==> config.mk <==
export PLATFORM = sky130hd
export DESIGN_NAME = sem_sqrt_cell
export DESIGN_NICKNAME = d
export VERILOG_FILES = /design/src/sem_pkg.sv /design/src/sem_sqrt_cell.sv
export SDC_FILE = /design/constraint.sdc
export NUM_CORES = 1
export LEC_CHECK = 0
export BUFFER_PORTS_ARGS = -buffer_cell sky130_fd_sc_hd__buf_4
export CAP_MARGIN = 20
export CORE_MARGIN = 8
export CORE_UTILIZATION = 60
export CTS_BUF_LIST = sky130_fd_sc_hd__clkbuf_8
export DETAILED_ROUTE_END_ITERATION = 10
export HOLD_SLACK_MARGIN = 0.02
export PLACE_DENSITY = 0.9
export RECOVER_POWER = 100
export REMOVE_ABC_BUFFERS = 1
export SYNTH_ARGS = -nofsm -noshare
export SYNTH_HDL_FRONTEND = slang
export SYNTH_SLANG_ARGS = --single-unit
==> constraint.sdc <==
create_clock -name clk -period 0.8 [get_ports clk]
set_input_delay 0.12 -clock clk [delete_from_list [all_inputs] [get_ports clk]]
set_output_delay 0.12 -clock clk [all_outputs]
set_load 0.005 [all_outputs]
==> src/sem_pkg.sv <==
// Package for the Sobel edge magnitude unit: widths, register indexes, limits.
// No dependencies.
package sem_pkg;
    localparam int MAX_WIDTH_DEF = 4096;
    localparam int CFG_ADDR_W    = 3;
    localparam logic [CFG_ADDR_W-1:0] ADDR_WIDTH  = 3'd0;
    localparam logic [CFG_ADDR_W-1:0] ADDR_HEIGHT = 3'd4;
    localparam logic [12:0] WIDTH_RESET  = 13'd4096;
    localparam logic [15:0] HEIGHT_RESET = 16'd4096;
    // Sum of squares is at most 2*1020^2 < 2^21
    localparam int SQ_W  = 21;
    localparam int RES_W = 11;

    // One pending result: window columns and rows that feed it.
    typedef struct packed {
        logic [7:0] t0, t1, t2;
        logic [7:0] m0, m2;
        logic [7:0] b0, b1, b2;
        logic       last;
        logic       eof;
    } sem_job_t;
endpackage

==> src/sem_sqrt_cell.sv <==
// One cell of the bit-serial square-root chain: one result bit per cell.
// Depends on sem_pkg.
module sem_sqrt_cell
(
    input  logic                      clk,
    input  logic                      rst_n,
    input  logic                      in_valid,
    input  logic [sem_pkg::SQ_W-1:0]  in_rem,
    input  logic [sem_pkg::SQ_W-1:0]  in_root,
    input  logic [sem_pkg::SQ_W-1:0]  bit_val,
    input  logic [1:0]                in_tag,
    output logic                      out_valid,
    output logic [sem_pkg::SQ_W-1:0]  out_rem,
    output logic [sem_pkg::SQ_W-1:0]  out_root,
    output logic [1:0]                out_tag
);
    import sem_pkg::*;
    logic [SQ_W-1:0]  trial;
    logic [SQ_W-1:0]  rem_next;
    logic [SQ_W-1:0]  root_next;
    logic [SQ_W-1:0]  root_w;

    // Try subtracting root+bit; shift the root either way
    always_comb
    begin
        root_w = in_root;
        trial  = root_w + bit_val;
        if (in_rem >= trial)
        begin
            rem_next  = in_rem - trial;
            root_next = (root_w >> 1) + bit_val;
        end
        else
        begin
            rem_next  = in_rem;
            root_next = in_root >> 1;
        end
    end

    always_ff @(posedge clk or negedge rst_n)
    begin
        if (!rst_n)
            out_valid <= 1'b0;
        else
            out_valid <= in_valid;
    end

    always_ff @(posedge clk)
    begin
        out_rem  <= rem_next;
        out_root <= root_next;
        out_tag  <= in_tag;
    end
endmodule

==> results of run 1 <==
[through the flow]
stage	cells	setup slack [ns]	TNS [ns]
detailed placement	962	-3.70	-150.43
global placement	962	-3.35	-136.44
floorplan	539	-5.35	-210.81
[kinds of logic after synthesis]
kind of cell | Yosys count | share of synthesized area [%]
AOI/OAI and AO/OA | 201 | 30.1
and+or+nand+nor | 151 | 15.6
adders and majority gates | 64 | 18.0
xor gates and xnor gates | 49 | 9.40
DFF | 45 | 19.8
buffers and inverters | 35 | 3.64
muxes | 11 | 3.34
[synthesized netlist by cell type, types with 9 or more instances]
cell / number / area [um^2]
a21oi_1: 66 / 330
o21ai_0: 24 / 120
ha_1: 61 / 763
a21o_1: 24 / 180
xor2_1: 19 / 166
inv_1: 18 / 67.6
nand2_1: 36 / 135
a211oi_1: 9 / 67.6
nor2_1: 58 / 218
nand3_1: 12 / 60.1
o21a_1: 11 / 82.6
xnor2_1: 30 / 263
dfxtp_1: 44 / 881
==> impl_metrics.env, run 1 <==
export IMPL_synth_avg_cell_area_um2=8.21
export IMPL_placed_area_mm2=0.00705
export IMPL_cts_resized=162
export IMPL_cts_max_level=2
export IMPL_fp_row_count=32
export IMPL_tool_error="[ERROR DPL-0038] Utilization greater than 100%, impossible to legalize"
export IMPL_holdBufCountCts=4
export IMPL_io_buffers=112
export IMPL_seq_area_frac_synth_pct=19.8
export IMPL_clock_path_buffers=2
export IMPL_yosysUniqueCellTypes=72
export IMPL_status="did not finish"
export IMPL_yosys_warnings=0
export IMPL_ios=113
export IMPL_yosys_most_used_dff="dfxtp_1"
export IMPL_cts_buffers=5
export IMPL_gp_congestion=0.989
export IMPL_synth_edf_count=0
export IMPL_ys_ff_latch=45
export IMPL_clkSinkCount=45
export IMPL_hpwl_um=16500
export IMPL_haltStage="clock tree synthesis"
export IMPL_initial_core_util_pct=60.3
export IMPL_synthesis_area_mm2=0.00457
export IMPL_synth_cells=556
export IMPL_die_h_um=103
export IMPL_die_w_um=103
export IMPL_postCtsSetupBuffers=25
export IMPL_root_buffer="clkbuf_8"
export IMPL_async_flop_share_pct=2.22
==> run 2: changes to the inputs <==
--- a/config.mk
+++ b/config.mk
@@ -8,11 +8,9 @@
 export BUFFER_PORTS_ARGS = -buffer_cell sky130_fd_sc_hd__buf_4
 export CAP_MARGIN = 20
 export CORE_MARGIN = 8
-export CORE_UTILIZATION = 60
-export CTS_BUF_LIST = sky130_fd_sc_hd__clkbuf_8
+export CORE_UTILIZATION = 40
 export DETAILED_ROUTE_END_ITERATION = 10
-export HOLD_SLACK_MARGIN = 0.02
-export PLACE_DENSITY = 0.9
+export PLACE_DENSITY_LB_ADDON = 0.15
 export RECOVER_POWER = 100
 export REMOVE_ABC_BUFFERS = 1
 export SYNTH_ARGS = -nofsm -noshare
==> run 2 against run 1 <==
  * The flow now finishes, with violations (negative setup slack)
  * Area after synthesis unchanged
  * Synthesized cell count did not move
==> impl_metrics.env, run 2 <==
export IMPL_status="complete, but fails checks"
export IMPL_violations="negative setup slack"
export IMPL_grt_max_degree=18
export IMPL_fin_crit_sh_pct=461
export IMPL_drv_cap=0
export IMPL_maxSlewViolCount=0
export IMPL_yosysMostFrequentCell="a21oi_1"
export IMPL_grt_util_all_layers_pct=21.5
export IMPL_fin_ws_ns=-2.89
export IMPL_yosys_most_used_dff="dfxtp_1"
export IMPL_rsz0062_at_grt="yes"
export IMPL_async_flop_share_pct=2.22
export IMPL_die_h_um=123
export IMPL_yosys_warnings=0
export IMPL_antenna_left=0
export IMPL_cts_max_level=2
export IMPL_irDropWorstVdd_mv=1.40
export IMPL_final_nets=1030
export IMPL_floorplan_die_area_mm2=0.0151
export IMPL_dr_total_vias=5396
export IMPL_hold_viol=0
export IMPL_dr_pass1_iters=4
export IMPL_placed_area_mm2=0.00716
export IMPL_synth_cells=556
export IMPL_ys_ff_latch=45
export IMPL_hp_class="in2reg"
export IMPL_relSlewSlack_pct=75.4
export IMPL_hpwl_um=13000
export IMPL_synthTopCellsByArea="dfxtp_1 19%, ha_1 17%, a21oi_1 7.2%, xnor2_1 5.8%, nor2_1 4.8%"
export IMPL_path_clk_slew_ns=0.07
export IMPL_start_kind="input pin"
export IMPL_grt_first_pass_wirelength_um=26400
export IMPL_drtIter0Drc=219
export IMPL_leakage_nw=3.97
export IMPL_design_area_mm2=0.00839
export IMPL_synth_edf_count=0
export IMPL_core_region_area_mm2=0.0113
export IMPL_areaGrowthSynthToFinish_pct=83.7
export IMPL_drive_above_1_share_pct=55.5
export IMPL_fp_row_count=39
export IMPL_period_minus_slack_ns=3.69
export IMPL_diodes=0
export IMPL_grt_pass1_vias=5677
export IMPL_via_per_inst=5.18
export IMPL_synthesis_area_mm2=0.00457
export IMPL_synth_top_area_share_pct=19.3
export IMPL_clkSinkCount=45
export IMPL_cp_max_fo=4
export IMPL_io_buffers=112
export IMPL_antenna_found_initial=0
export IMPL_layout_common_cells="283 x buf_4, 52 x a21oi_1, 52 x buf_6"
export IMPL_die_w_um=123
export IMPL_seq_area_frac_synth_pct=19.8
export IMPL_clock_path_buffers=2
export IMPL_worst_pin_slew_ns=0.360
export IMPL_reg_top3="out_rem: 21 flops, out_root: 21 flops, out_tag: 2 flops"
export IMPL_routedWlPerCell_um=16.2
export IMPL_final_util_pct=74.4
export IMPL_drc=0
export IMPL_cts_buffers=5
export IMPL_worstPathArrival_ns=3.93
export IMPL_synth_common_cells="66 x a21oi_1, 61 x ha_1, 58 x nor2_1"
export IMPL_ios=113
export IMPL_totalWireLength_um=16900
export IMPL_synth_avg_cell_area_um2=8.21
export IMPL_power_w=0.0179
export IMPL_final_common_cell="buf_4"
export IMPL_grt_overflow=0
export IMPL_crit_type="in2reg"
export IMPL_initial_core_util_pct=40.5
export IMPL_yosysUniqueCellTypes=72
export IMPL_tns_ns=-120.03
export IMPL_max_freq_ghz=0.271
export IMPL_root_buffer="clkbuf_16"
export IMPL_power_per_cell_area_mw_per_mm2=2140
export IMPL_setup_violations=87
export IMPL_required_ns=1.04
export IMPL_cts_tree="built"
export IMPL_place_ws_ns=-3.48
export IMPL_endpoint_kind="flop"
export IMPL_synth_top_cell_by_area="dfxtp_1"
export IMPL_gp_congestion=0.890
run 2: cell counts after synthesis:
Identical to the previous run, type by type.
run 2: cell families (layout without fill, tap and decap cells):
group / after synthesis / count (layout) / synth area share (%)
xor gates and xnor gates: 49 / 49 / 9.40
AOI/OAI and AO/OA: 201 / 201 / 30.1
buffers and inverters: 35 / 378 / 3.64
and+or+nand+nor: 151 / 151 / 15.6
DFF: 45 / 45 / 19.8
adders and majority gates: 64 / 64 / 18.0
muxes: 11 / 11 / 3.34
run 2: per-stage QoR:
stage,cells,hold WS (ns)
2_1_floorplan,539,-0.176
3_3_place_gp,1009,-0.105
3_5_place_dp,1009,-0.104
4_1_cts,1030,0.0572
5_1_grt,1042,0.0606
6_report,1042,0.0649
run 2: critical path, stage by stage:
cell and delay (ns):
buf_4 0.13, ha_4 0.23, a21o_1 0.15, a31oi_1 0.21, nor2b_2 0.19, o21ai_1 0.09, a221o_1 0.36, or4_4 0.41
and3_4 0.17, ha_4 0.28, nand4_1 0.13, nor4_4 0.28, a41o_1 0.25, a2111oi_4 0.10, buf_4 0.16, o31a_4 0.12
or4_4 0.47, nand2_1 0.07
run 2: worst paths after layout:
check | startpoint | end | slack, ns | cells after the start
worst max-delay path | in_root[9] | out_root[20] | -2.89 | 18
worst min-delay path | in_rem[10] | out_rem[10] | 0.06 | 2
max in group asynchronous | rst_n | out_valid | 0.54 | 2
min in group asynchronous | rst_n | out_valid | 0.17 | 2
run 2: layout make-up:
class	instances	area [um^2]
Clock inverter	3	46.3
Multi-Input combinational cell	476	4040
Timing Repair Buffer	352	2980
Clock buffer	5	125
Inverter	18	70.1
Fill cell	832	2880
Tap cell	143	179
Sequential cell	45	951
run 2: layer usage:
metal / vias to the layer above / wire, um / global-route usage (%) / part of all wire (%)
met5: - / 0 / 0 / 0
met2: 113 / 8440 / 38.4 / 50
li1: 2743 / - / - / -
met3: 25 / 762 / 3.68 / 4.5
met1: 2515 / 7390 / 25.9 / 44
met4: 0 / 306 / 5.79 / 1.8
run 2: timing repair:
action                                 in CTS  in global routing
buffers inserted                            9                  8
setup endpoints to repair                  87                 87
cloned                                      0                  4
hold buffers                                4                  0
endpoints found under the hold margin       4                  0
gates resized for setup                   101                 97
pin swaps                                  31                 33
run 2: power breakdown:
group | leakage (nW) | total [W] | switching, W | internal (W)
registers | 0.382 | 0.00357 | 0.000365 | 0.00321
clock network | 0.0800 | 0.00249 | 0.00101 | 0.00148
logic | 3.50 | 0.0118 | 0.00506 | 0.00679
total | 3.97 | 0.0179 | 0.00644 | 0.0115
(Power assumes the default switching activity.)
==> run 3: changes to the inputs <==
--- a/config.mk
+++ b/config.mk
@@ -5,13 +5,15 @@
 export SDC_FILE = /design/constraint.sdc
 export NUM_CORES = 1
 export LEC_CHECK = 0
+export ABC_CLOCK_PERIOD_IN_PS = 800
 export BUFFER_PORTS_ARGS = -buffer_cell sky130_fd_sc_hd__buf_4
 export CAP_MARGIN = 20
+export CORE_ASPECT_RATIO = 2
 export CORE_MARGIN = 8
 export CORE_UTILIZATION = 40
 export DETAILED_ROUTE_END_ITERATION = 10
 export PLACE_DENSITY_LB_ADDON = 0.15
-export RECOVER_POWER = 100
+export RECOVER_POWER = 50
 export REMOVE_ABC_BUFFERS = 1
 export SYNTH_ARGS = -nofsm -noshare
 export SYNTH_HDL_FRONTEND = slang
==> run 3 against run 2 <==
  * The flow still finishes with violations (negative setup slack)
  * Power decreased by 3.1%
  * Via count increased by 4.3%
  * Combinational power about the same
  * Utilization decreased by 1.1 points
  * Sequential cell count unchanged
  * Fmax increased by 0.24%
  * Design area decreased by 2.0%
  * Setup slack improved by 0.0088 ns
  * Die area increased by 1.4%
==> impl_metrics.env, run 3 (synthesis gave the netlist of run 2 again) <==
export IMPL_antenna_left=0
export IMPL_hp_class="in2reg"
export IMPL_design_area_mm2=0.00822
export IMPL_start_kind="input pin"
export IMPL_use_met1_pct=19.3
export IMPL_areaGrowthSynthToFinish_pct=80.1
export IMPL_grtUsageMet3_pct=3.22
export IMPL_dr_pass1_iters=4
export IMPL_min_path_cells=2
export IMPL_final_nets=1038
export IMPL_initial_core_util_pct=40.7
export IMPL_grt_max_degree=16
export IMPL_dr_total_vias=5628
export IMPL_via_per_inst=5.37
export IMPL_power_w=0.0174
export IMPL_endpoint_kind="flop"
export IMPL_hold_viol=0
export IMPL_worst_pin_slew_ns=0.477
export IMPL_p_sw_w=0.00643
export IMPL_cp_max_fo=6
export IMPL_grt_overflow=0
export IMPL_power_share_clock_pct=12.5
export IMPL_antenna_found_initial=0
export IMPL_cts_buffers=5
export IMPL_grt_util_all_layers_pct=23.9
export IMPL_cts_tree="built"
export IMPL_relSlewSlack_pct=67.9
export IMPL_required_ns=1.04
export IMPL_crit_type="in2reg"
export IMPL_gp_congestion=0.928
export IMPL_path_clk_slew_ns=0.07
export IMPL_drtIter0Drc=149
export IMPL_p_int_w=0.0109
export IMPL_combPwrFrac_pct=66.9
export IMPL_ios=113
export IMPL_grt_pass1_vias=6268
export IMPL_fin_ws_ns=-2.88
export IMPL_grt_first_pass_wirelength_um=29600
export IMPL_setup_violations=87
export IMPL_placed_area_mm2=0.00717
export IMPL_status="complete, but fails checks"
export IMPL_diodes=0
export IMPL_irDropWorstVdd_mv=1.29
export IMPL_grtUsageMet2_pct=50.1
export IMPL_routedWlPerCell_um=17.7
export IMPL_violations="negative setup slack"
export IMPL_pwr_share_seq_pct=20.6
export IMPL_reg_top3="out_rem: 21 flops, out_root: 21 flops, out_tag: 2 flops"
export IMPL_hpwl_um=15000
export IMPL_period_minus_slack_ns=3.68
export IMPL_clock_path_buffers=2
export IMPL_clkSinkCount=45
export IMPL_worstPathArrival_ns=3.92
export IMPL_final_common_cell="buf_4"
export IMPL_drive_above_1_share_pct=54.0
export IMPL_leakage_nw=3.94
export IMPL_fp_row_count=55
export IMPL_maxSlewViolCount=0
export IMPL_floorplan_die_area_mm2=0.0153
export IMPL_drv_cap=0
export IMPL_power_per_cell_area_mw_per_mm2=2110
export IMPL_fin_crit_sh_pct=460
export IMPL_max_freq_ghz=0.272
export IMPL_root_buffer="clkbuf_16"
export IMPL_die_w_um=91.5
export IMPL_holdWs_ns=0.0697
export IMPL_core_region_area_mm2=0.0112
export IMPL_place_ws_ns=-3.60
export IMPL_drc=0
export IMPL_totalWireLength_um=18600
export IMPL_cts_max_level=2
export IMPL_busiest_layer="met2"
export IMPL_io_buffers=112
export IMPL_swShare_pct=37.1
export IMPL_layout_common_cells="300 x buf_4, 53 x a21oi_1, 53 x ha_1"
export IMPL_die_h_um=167
export IMPL_rsz0062_at_grt="yes"
[run 3: power groups by stage]
stage,clock network [W],registers [W],logic [W]
after floorplan,0,0.00343,0.00454
after global placement,0,0.00335,0.00956
after detailed placement,0,0.00337,0.00976
after CTS,0.00221,0.00346,0.0112
after global routing,0.00229,0.00364,0.0125
final,0.00217,0.00357,0.0116
[run 3: repair_timing]
item	4_1_cts	5_1_grt
hold buffers	4	0
setup buffers	21	2
pin swaps	28	8
endpoints found under the hold margin	4	0
endpoints found under the setup margin	87	87
gates cloned	1	0
gates resized for setup	122	51
[run 3: routing by layer]
layer	share of wire, %	vias to the layer above	wire length (um)
met1	32	2661	5940
met2	59	160	11000
li1	-	2756	-
met4	5.5	0	1030
met3	3.5	51	643
met5	0	-	0
[run 3: cell type report]
cell class,instances,area [um^2]
clock inverters,3,22.5
fillers,900,3000
well taps,142,178
repair buffers,360,2980
clock buffers,5,125
flip-flops and latches,45,947
inverters,18,67.6
multi-input cells,476,3900
[run 3: worst max-delay path, stage by stage]
cell and delay, ns:
buf_4 0.12, ha_4 0.17, inv_2 0.05, fa_2 0.19, nor2b_2 0.04, o21a_1 0.19
o21ai_2 0.18, o21ai_2 0.09, a221o_1 0.32, or4_4 0.41, and3_4 0.19, ha_4 0.31
nand3_1 0.09, or3_4 0.39, buf_4 0.14, o31a_4 0.31, or4_1 0.51, nand2_1 0.08
[run 3: through the flow]
stage / setup TNS (ns) / std cells / util, %
after floorplan: -210.81 / 539 / -
after global placement: -145.57 / 1013 / 63.9
after detailed placement: -147.11 / 1013 / 63.9
after CTS: -122.37 / 1047 / 71.7
after global routing: -128.85 / 1049 / 73.3
final: -120.97 / 1049 / 73.3
[run 3: worst paths after layout]
kind	start	endpoint
worst max-delay path	in_root[0]	out_root[20]
worst min-delay path	in_rem[20]	out_rem[20]
max in group asynchronous	rst_n	out_valid
min in group asynchronous	rst_n	out_valid
